`src/rtl/core/stlt_pkg.sv`:
```
// ----------------------------------------------------------------------------
// stlt_pkg
// Shared types and constants for the smoothed step limited 3D tracker.
// ----------------------------------------------------------------------------
package stlt_pkg;

  localparam int CFG_IDX_W  = 2;
  localparam int CFG_DATA_W = 31;
  localparam int SF_W       = 17;
  localparam int MS_W       = 31;
  localparam int FRAC_BITS  = 16;

  localparam logic [CFG_IDX_W-1:0] CFG_SMOOTH   = 2'd0;
  localparam logic [CFG_IDX_W-1:0] CFG_MAX_STEP = 2'd1;

  localparam logic [SF_W-1:0] SF_RESET = 17'd26214;
  localparam logic [SF_W-1:0] GAIN_ONE = 17'd65536;
  localparam logic [MS_W-1:0] MS_RESET = 31'd589824;

  localparam logic ACT_STEP = 1'b0;
  localparam logic ACT_LOAD = 1'b1;

  typedef struct packed {
    logic               action;
    logic signed [31:0] target_x;
    logic signed [31:0] target_y;
    logic signed [31:0] target_z;
  } in_word_t;

  typedef struct packed {
    logic signed [31:0] new_x;
    logic signed [31:0] new_y;
    logic signed [31:0] new_z;
    logic               was_clamped;
  } out_word_t;

endpackage

```
`src/rtl/core/stlt_front.sv`:
```
// ----------------------------------------------------------------------------
// stlt_front
// Accepts input words, classifies load vs. step, converts coordinates and
// queues them in a two-entry queue for the back end.
// ----------------------------------------------------------------------------
module stlt_front #(
  parameter int CW = 32
) (
  input  logic                 clk,
  input  logic                 rst_n,
  input  logic                 in_valid,
  output logic                 in_stall,
  input  stlt_pkg::in_word_t   in_word,
  output logic                 q_valid,
  output logic [3*CW:0]        q_data,
  input  logic                 q_pop
);

  localparam int QW    = 3 * CW + 1;
  localparam int DEPTH = 2;

  logic [QW-1:0] mem_r [DEPTH];
  logic          wr_ptr_r, wr_ptr_nxt;
  logic          rd_ptr_r, rd_ptr_nxt;
  logic [1:0]    cnt_r, cnt_nxt;
  logic          push;
  logic [63:0]   ex, ey, ez;
  logic [QW-1:0] entry;

  // low CW bits of the zero-extended field: truncates or zero-extends
  assign ex = {32'b0, in_word.target_x};
  assign ey = {32'b0, in_word.target_y};
  assign ez = {32'b0, in_word.target_z};
  assign entry = {(in_word.action == stlt_pkg::ACT_LOAD), ex[CW-1:0], ey[CW-1:0], ez[CW-1:0]};

  assign in_stall = (cnt_r == 2'(DEPTH));
  assign push     = in_valid && !in_stall;
  assign q_valid  = (cnt_r != 2'd0);
  assign q_data   = mem_r[rd_ptr_r];

  always_comb begin
    wr_ptr_nxt = push ? ~wr_ptr_r : wr_ptr_r;
    rd_ptr_nxt = q_pop ? ~rd_ptr_r : rd_ptr_r;
    cnt_nxt    = cnt_r + 2'(push) - 2'(q_pop);
  end

  always_ff @(posedge clk) begin
    if (!rst_n) begin
      wr_ptr_r <= 1'b0;
      rd_ptr_r <= 1'b0;
      cnt_r    <= 2'd0;
    end else begin
      wr_ptr_r <= wr_ptr_nxt;
      rd_ptr_r <= rd_ptr_nxt;
      cnt_r    <= cnt_nxt;
    end
  end

  always_ff @(posedge clk) begin
    if (push) begin
      mem_r[wr_ptr_r] <= entry;
    end
  end

endmodule

```
`config.mk`:
```
export PLATFORM = sky130hd
export DESIGN_NAME = stlt_front
export DESIGN_NICKNAME = d
export VERILOG_FILES = /design/src/rtl/core/stlt_pkg.sv /design/src/rtl/core/stlt_front.sv
export SDC_FILE = /design/constraint.sdc
export NUM_CORES = 1
export LEC_CHECK = 0
export BUFFER_PORTS_ARGS = -buffer_cell sky130_fd_sc_hd__buf_2
export CORE_AREA = 2 2 160 162
export DETAILED_ROUTE_END_ITERATION = 10
export DIE_AREA = 0 0 162 164
export SYNTH_ARGS = -nofsm -noshare
export SYNTH_HDL_FRONTEND = slang
export SYNTH_SLANG_ARGS = --single-unit
```
`constraint.sdc`:
```
create_clock -name clk -period 9.8 [get_ports clk]
set_clock_uncertainty 0.05 [all_clocks]
set_input_delay 0.98 -clock clk [delete_from_list [all_inputs] [get_ports clk]]
set_output_delay 0.98 -clock clk [all_outputs]
set_load 0.02 [all_outputs]
```
Yosys cells after proc, flatten, opt, wreduce, memory -nomap -nowiden
Memory sizes are Yosys's and may differ from the RTL's. A register that Yosys moved wholly into a read port is not among the register bits.
Index checks and enable logic that the tools add are counted.
{"block": "word_totals", "ff_bits": 4, "mem_bits_rw": 194, "input_bits": 101, "out_inout_bits": 99, "word_cells": 16, "mem_count": 1}
{"memory": "mem_r", "depth": 2, "width": 97, "read_ports": 1, "rd_clocked_by_memory_dff": 1, "wr": 1, "line_no": "stlt_front.sv:22", "text": "logic [QW-1:0] mem_r [DEPTH];"}
{"block": "op_classes", "n_addsub": 2, "eq_ne": 1, "mux": 4, "bitwise": 2, "n_reduce_logical": 3}
{"op": "$mux 1", "count": 4}
{"op": "$add 2x1->2", "count": 1}
{"op": "$eq 2x2->1 const B", "count": 1}
{"op": "$not 1->1", "count": 2}
{"op": "$reduce_bool 2->1", "count": 1}
{"op": "$sub 2x1->2", "count": 1}
{"op": "$logic_and 1x1->1", "count": 1}
{"op": "$logic_not 1->1", "count": 1}

Longest topological paths before layout
Gate-level depths: netlist (run 1).
{"block": "logic_depth", "depth_word": 5, "mapped_depth": 8, "mapped_depth_nobuf": 8}

Worst setup path before layout (run 1)
Ideal clock, no wire load.
{"block": "synth_timing", "path_type": "input to register", "start": "input port in_valid", "end": "memory mem_r[0][0] (netlist name) (enable)", "setup_ps": 553, "t_arrival_ps": 5112, "t_required_ps": 9197, "path_slack_ps": 4085, "cell_stages": 2, "path_buffers": 0, "cell_sequence": "nand2_1 nor2_1"}
{"block": "synth_via", "elab_chain_len": 3}
{"element": "start: declaration", "line_no": "stlt_front.sv:11", "text": "input logic in_valid,"}
{"element": "$logic_and 1x1->1", "line_no": "stlt_front.sv:37", "text": "assign push = in_valid && !in_stall;"}
{"element": "$mux 1", "line_no": "stlt_front.sv:60", "text": "if (push) begin"}
{"element": "$mux 1 (not written as such)", "line_no": "stlt_front.sv:61", "text": "mem_r[wr_ptr_r] <= entry;"}
{"element": "end: declaration", "line_no": "stlt_front.sv:22"}
Every way passes these cells.

==> summary.txt, run 1 <==
Run status
  • Status: finished, final reports clean

Setup path
  • Worst R2R End: mem_r[1][89]$_DFFE_PP_
  • FF-to-FF path depth: 3
  • Worst R2R Start: cnt_r[0]$_SDFF_PN0_
  • CP endpoint kind: output pin
  • Worst path slowest cell: dfxtp_4
  • CP Buf/Inv Count: 2
  • Critical path's top delay family: buffers and inverters
  • Critical Path Fanout Max: 53
  • Nature of the critical path startpoint: flip-flop
  • WP data required: around 9 ns
  • Critical Path Max Stage Delay: 0.82 ns
  • Crit Path Category: flip-flop to output pin
  • Crit-path cells: buf_4 -> mux2_2 -> buf_2
  • Worst EP arrival: 2.66 ns
  • R2R Setup Slk: approximately 7.5 ns

Route
  • Met3 routed WL: 1190 um
  • Antenna Violating Nets Remaining: 0
  • Iter 0 DRT Violations: 167
  • DRT Pass-1 Iters: 4
  • Final wirelength: 14200 um
  • DR vias/cell: 4.19
  • Wire length per cell: 16.0 um
  • Via count: roughly 3700
  • Number of remaining DRC errors: 0
  • Met2 wire length: around 6700 um
  • Top routing layer used: met5
  • WL met1: 6150 um

Place
  • Hpwl dp: 9380 um
  • IO Port Bufs: 199
  • Placed Cells: 849
  • Gpl congestion: 0.750

Global route
  • All-Layer GR Usage: 0.107
  • First-pass GRT wire length: 21400 um
  • Grt ovf: 0
  • Initial antenna violation count: 5
  • Vias in the first global route: 3964
  • Largest net degree at the start of global routing: 54

Clock tree
  • CTS Sinks: 199
  • Post-CTS Hold Buffers: 0
  • Post_cts resized: 0
  • Cts bufs inserted: 17
  • H-tree levels: 4
  • Clk slew on worst S/H paths: 0.07 ns
  • Buffers inserted by post-CTS timing repair: 0
  • Worst skew pair latency: roughly 0.42 ns
  • Clk buf depth: 2
  • CTS Root Cell: clkbuf_16
  • TritonCTS clock tree: done

Finish
  • Finished Layout Cells: between 800 and 900
  • Fillers: 2356
  • Sequential cell area: 5930 um^2
  • Final net count: about 640
  • Multi-input gate area: roughly 1300 um^2
  • Share of post-route cells with drive strength above 1: 0.604
  • P&R area growth vs syn: 26.5%

Timing
  • Endpoints failing setup: 0
  • Final Hold Viols: 0
  • Fin crit share: 0.377
  • Measured slew at the worst slew-check pin: a little over 0.8 ns
  • Final slew viol count: 0
  • Post-route minimum period: ~3.7 ns
  • Setup_tns: 0 ns
  • Hold slack: around 0.46 ns
  • RSZ-0062 raised after global routing: no
  • Fmax: 271 MHz
  • Slew HR: 0.455

Synthesis
  • Top cells by count, synth: 194 x edfxtp_1, 67 x mux2_2, 30 x mux2_4
  • Seq/Total Area, Yosys: 0.807
  • Largest cells by area after synthesis: edfxtp_1 79%, mux2_2 10%, mux2_4 6.1%
  • Yosys top cell area share: 0.793
  • Post-synth top area cell: edfxtp_1
  • Post-synth EDFFs: 194
  • Synth cell types: 17
  • Syn nets: 430
  • Cells after synthesis: 327
  • Ys Warns: 0
  • Register bit count reported by yosys: 199
  • Mapped cell area: 7340 um^2
  • Post-synthesis async set-or-reset flop share: 0
  • Syn avg cell area: 22.5 um^2
  • Ys flop type: edfxtp_1
  • Top-count cell post-synth: edfxtp_1

Floorplanning
  • Initial Utilization: 0.296
  • Die width: 162 um
  • Core area: 24800 um^2
  • Row count: 58
  • Die outline height: 164 um
  • Die ar.: between 20000 and 30000 um^2
  • I/O pin total: 200

Worst hold path
  • Hold path cells: 2
  • Hold_sp: rd_ptr_r$_SDFFE_PN0P_
  • Hold Path Class: flip-flop to flip-flop

Power and ir drop
  • Peak supply drop: 145 uV
  • PwrDens: 237 nW/um^2
  • Lkg Pwr: 0.00349 uW

Run
  • Max-cap viol count: 0
==> how the worst max path moves through the flow <==
stage / depth (start not counted) / startpoint / slack [ns] / to
2_1_floorplan: 2 / in_valid / 4.08 / mem_r[0][0]$_DFFE_PP_
3_3_place_gp: 3 / flip-flop / 6.55 / q_data[18]
3_5_place_dp: 3 / flip-flop / 6.50 / q_data[18]
4_1_cts: 3 / flip-flop / 6.03 / q_data[18]
5_1_grt: 3 / flip-flop / 5.93 / q_data[43]
6_report: 3 / flip-flop / 6.11 / q_data[18]
==> kinds of logic after synthesis <==
kind of cell | synth area share
simple gates | 0.00733
flops | 0.807
fa+ha+maj | 0.00341
buf+inv | 0.0133
mux | 0.165
xor+xnor | 0.00358
==> flip-flops by register name (all words and copies together) (netlist names), named ones only <==
register	cells
mem_r	194
wr_ptr_r	1
cnt_r	2
rd_ptr_r	1
==> metal layers <==
layer	GRT usage	vias up
li1	-	1705
met1	0.131	1839
met2	0.172	135
met3	0.0477	16
met4	0.0314	6
met5	0	-
==> worst register-to-register path, delay by kind of cell (launching register included) <==
| family | cells | cell delay, ns |
|---|---|---|
| AND/OR/NAND/NOR | 2 | 0.79 |
| flip-flops | 1 | 0.35 |
| buffers and inverters | 1 | 0.74 |
==> cells in the final DEF, fill, tap and decap left out, types with 2 or more instances in the layout <==
| cell | Yosys | final |
|---|---|---|
| nor2_1 | 4 | 3 |
| inv_8 | 0 | 4 |
| buf_4 | 0 | 4 |
| diode_2 | 0 | 2 |
| clkinv_1 | 0 | 2 |
| mux2_4 | 30 | 30 |
| buf_2 | 6 | 199 |
| clkbuf_16 | 0 | 17 |
| dfxtp_1 | 5 | 4 |
| mux2_2 | 67 | 67 |
| clkinv_4 | 0 | 4 |
| inv_1 | 3 | 3 |
| nand2_1 | 2 | 2 |
| xnor2_1 | 2 | 2 |
| edfxtp_1 | 194 | 194 |
| nand2b_1 | 2 | 2 |
| clkinvlp_4 | 0 | 2 |
| ha_1 | 2 | 2 |
==> layout make-up <==
| cell class | instances | share of cell area |
|---|---|---|
| diodes | 2 | 0.000539 |
| clock buffers | 18 | 0.0462 |
| clock inverters | 14 | 0.0152 |
| inverters | 3 | 0.00121 |
| multi-input cells | 114 | 0.143 |
| flip-flops and latches | 199 | 0.638 |
| well taps | 330 | 0.0445 |
| repair buffers | 203 | 0.110 |
==> metrics by stage <==
| stage | area [um^2] | util | total power [uW] | worst slack (ns) |
|---|---|---|---|---|
| after global placement | 8710 | 0.351 | 1550 | 6.55 |
| final | 9290 | 0.374 | 2210 | 6.11 |
| after CTS | 9280 | 0.374 | 2240 | 6.03 |
| after detailed placement | 8710 | 0.351 | 1560 | 6.50 |
| after floorplan | 7340 | - | 1420 | 4.08 |
| after global routing | 9280 | 0.374 | 2310 | 5.93 |
==> power by group <==
part,switching (uW),total (uW),internal (uW)
combinational,254,415,161
sequential,36.1,1120,1080
clock,317,675,358
total,607,2210,1600
No activity file was read; power rests on OpenSTA's default activity.
==> inputs of run 2 (changes only) <==
--- a/config.mk
+++ b/config.mk
@@ -5,6 +5,7 @@
 export SDC_FILE = /design/constraint.sdc
 export NUM_CORES = 1
 export LEC_CHECK = 0
+export ABC_AREA = 1
 export BUFFER_PORTS_ARGS = -buffer_cell sky130_fd_sc_hd__buf_2
 export CORE_AREA = 2 2 160 162
 export DETAILED_ROUTE_END_ITERATION = 10
==> constraint.sdc (replaced) <==
create_clock -name clk -period 3.6 [get_ports clk]
set_clock_uncertainty 0.05 [all_clocks]
set_input_delay 0.36 -clock clk [delete_from_list [all_inputs] [get_ports clk]]
set_output_delay 0.36 -clock clk [all_outputs]
set_load 0.02 [all_outputs]
==> run 2 against run 1 <==
Effect of this change: hold slack worse by 0.40 ns; non-clock buffer count stayed put; cell count is 0.79% higher; total power is 150% higher; synthesized cell count is 2.8% higher; first-iteration DRC count is 14% higher; sequential power grew to 2.5 times the previous value; cell area is 0.24% higher; wire length is 1.3% higher; clock power grew to 2.7 times the previous value; critical path depth stayed put; register-to-register slack worse by 5.9 ns; highest routed layer is now met4.
==> summary.txt, run 2 <==
Run status
  • Status: finished, final reports clean

Timing
  • Measured slew at the worst slew-check pin: 0.987 ns (+0.170 ns)
  • RSZ-0062 raised after global routing: no
  • Fin crit share: 0.722
  • Final slew viol count: 0 (unchanged)
  • Final Hold Viols: 0 (unchanged)
  • Post-route minimum period: 2.60 ns
  • Fmax: 385 MHz
  • Worst setup margin: 1.00 ns (-5.11 ns)
  • Slew HR: 0.342 (-0.113)
  • Endpoints failing setup: 0 (unchanged)
  • Setup_tns: 0 ns (unchanged)

Setup path
  • Worst R2R Start: cnt_r[0]$_SDFF_PN0_
  • R2R Setup Slk: 1.54 ns (-5.94 ns)
  • Crit Path Category: flip-flop to output pin
  • Nature of the critical path startpoint: flip-flop
  • Crit-path cells: buf_12 -> mux2_2 -> buf_2
  • Crit path to: q_data[9]
  • FF-to-FF path depth: 5 (+2)
  • Worst EP arrival: 2.19 ns (-0.47 ns)
  • Critical Path Fanout Max: 65 (+23%)
  • WP data required: 3.19 ns (-5.58 ns)
  • Critical Path Max Stage Delay: 0.75 ns (-0.07 ns)
  • Worst path slowest cell: dfxtp_4
  • Worst R2R End: mem_r[1][31]$_DFFE_PP_
  • CP endpoint kind: output pin

Route
  • Iter 0 DRT Violations: 190 (+14%)
  • Final wirelength: 14400 um (+1.3%)
  • Number of remaining DRC errors: 0 (unchanged)
  • DRT Pass-1 Iters: 4 (unchanged)
  • DR vias/cell: 4.22 (+0.74%)
  • Antenna Violating Nets Remaining: 0 (unchanged)
  • Wire length per cell: 16.1 um (+0.54%)
  • Via count: 3758 (+1.5%)

Clock tree
  • H-tree levels: 4 (unchanged)
  • CTS Root Cell: clkbuf_16
  • CTS Sinks: 199 (unchanged)
  • Worst skew pair latency: 0.42 ns (about the same)
  • Clk slew on worst S/H paths: 0.07 ns (about the same)
  • Cts bufs inserted: 17 (unchanged)
  • Clk buf depth: 2 (unchanged)
  • Post-CTS Hold Buffers: 0 (unchanged)
  • Post_cts resized: 0 (unchanged)
  • Buffers inserted by post-CTS timing repair: 0 (unchanged)
  • TritonCTS clock tree: done

Finish
  • Share of post-route cells with drive strength above 1: 0.593 (-0.0115)
  • Final Cell Area: 9310 um^2 (+0.24%)
  • Top reg by flops: mem_r
  • Post-layout util: 0.375 (+0.000907)
  • Commonest cells after routing, fill and taps aside: 199 x buf_2, 194 x edfxtp_1, 67 x mux2_2
  • Max FFs per register: 194 (unchanged)
  • Ant diodes: 0 (-2)
  • P&R area growth vs syn: 26.7%
  • Final net count: 650 (+1.4%)
  • Largest registers: mem_r (194), cnt_r (2)
  • Commonest non-fill, non-tap cell in the layout: buf_2

Power and ir drop
  • Lkg Pwr: 0.00352 uW (+0.92%)
  • PwrDens: 583 nW/um^2 (+150%)
  • Peak supply drop: 254 uV (+75%)

Worst hold path
  • Hold Path Class: primary input to flip-flop
  • Hold path cells: 1 (-1)

Synthesis
  • Post-synthesis async set-or-reset flop share: 0 (unchanged)
  • Yosys top cell area share: 0.793 (about the same)
  • Ys flop type: edfxtp_1
  • Mapped cell area: 7350 um^2 (about the same)
  • Syn avg cell area: 21.9 um^2 (-2.6%)
  • Post-synth top area cell: edfxtp_1
  • Ys Warns: 0 (unchanged)
  • Post-synth EDFFs: 194 (unchanged)
  • Register bit count reported by yosys: 199 (unchanged)
  • Top-count cell post-synth: edfxtp_1
  • Synth cell types: 12 (-5)
  • Seq/Total Area, Yosys: 0.806 (about the same)
  • Top cells by count, synth: 194 x edfxtp_1, 67 x mux2_2, 30 x mux2_4
  • Largest cells by area after synthesis: edfxtp_1 79%, mux2_2 10%, mux2_4 6.1%
  • Cells after synthesis: 336 (+2.8%)
  • Syn nets: 439 (+2.1%)

Floorplanning
  • Row count: 58 (unchanged)
  • Core area: 24800 um^2 (unchanged)
  • Die outline height: 164 um (unchanged)
  • Die width: 162 um (unchanged)
  • Die ar.: 26600 um^2 (unchanged)
  • I/O pin total: 200 (unchanged)
  • Initial Utilization: 0.296 (about the same)

Place
  • IO Port Bufs: 199 (unchanged)
  • Setup WS pre-CTS: 1.41 ns (-5.09 ns)
  • Gpl congestion: 0.702 (-6.4%)
  • Hpwl dp: 9470 um (+0.91%)
  • Placed inst area: 8740 um^2 (+0.32%)

Global route
  • First-pass GRT wire length: 21700 um (+1.2%)
  • Grt ovf: 0 (unchanged)
  • Initial antenna violation count: 0 (-5)
  • All-Layer GR Usage: 0.108 (+0.00114)
  • Vias in the first global route: 4183 (+5.5%)
  • Largest net degree at the start of global routing: 68 (+26%)

Run
  • Max-cap viol count: 0 (unchanged)
[run 2: power by group]
part           switching [uW]  total (uW)  internal, uW
registers                59.5        2830          2770
logic                     449         742           293
clock network             879        1850           976
[run 2: critical path: cells and delay by family (launching register included)]
family,cells,cell delay [ns]
buffers and inverters,2,0.57
muxes,1,0.39
DFF,1,0.75
[run 2: per-layer routing]
layer	wire length [um]	vias to the layer above	GRT usage
met5	0	-	0
met4	163	0	0.0390
met3	1010	13	0.0381
met2	7030	142	0.185
met1	6150	1873	0.126
li1	-	1730	-
[run 2: logic make-up after synthesis]
family                   share of synthesized area
AO/OA/AOI/OAI                              0.00136
adder cells (fa/ha/maj)                    0.00340
buffers and inverters                       0.0153
flip-flops                                   0.806
multiplexers                                 0.164
AND/OR/NAND/NOR                            0.00954
[run 2: cell type report]
type / count / area [um^2]
Timing Repair Buffer: 203 / 1050
Tap cell: 330 / 413
Sequential cell: 199 / 5930
Inverter: 7 / 28.8
Clock buffer: 18 / 429
Fill cell: 2329 / 15500
Clock inverter: 14 / 141
Multi-Input combinational cell: 119 / 1320
[run 2: worst min path at each step]
| stage | from | to |
|---|---|---|
| 4_1_cts | in_word[83] | mem_r[0][83]$_DFFE_PP_ |
| 2_1_floorplan | rst_n | cnt_r[0]$_SDFF_PN0_ |
| 6_report | in_word[33] | mem_r[1][33]$_DFFE_PP_ |
| 3_5_place_dp | rd_ptr_r$_SDFFE_PN0P_ | rd_ptr_r$_SDFFE_PN0P_ |
| 5_1_grt | in_word[48] | mem_r[0][48]$_DFFE_PP_ |
| 3_3_place_gp | rd_ptr_r$_SDFFE_PN0P_ | rd_ptr_r$_SDFFE_PN0P_ |
[run 2: metrics by stage]
step	power [uW]	instances	hold WS (ns)
after floorplan	3360	336	0.403
after global placement	3610	858	0.434
after detailed placement	3640	858	0.496
after CTS	5510	890	0.0449
after global routing	5660	890	0.0407
final	5430	890	0.0694
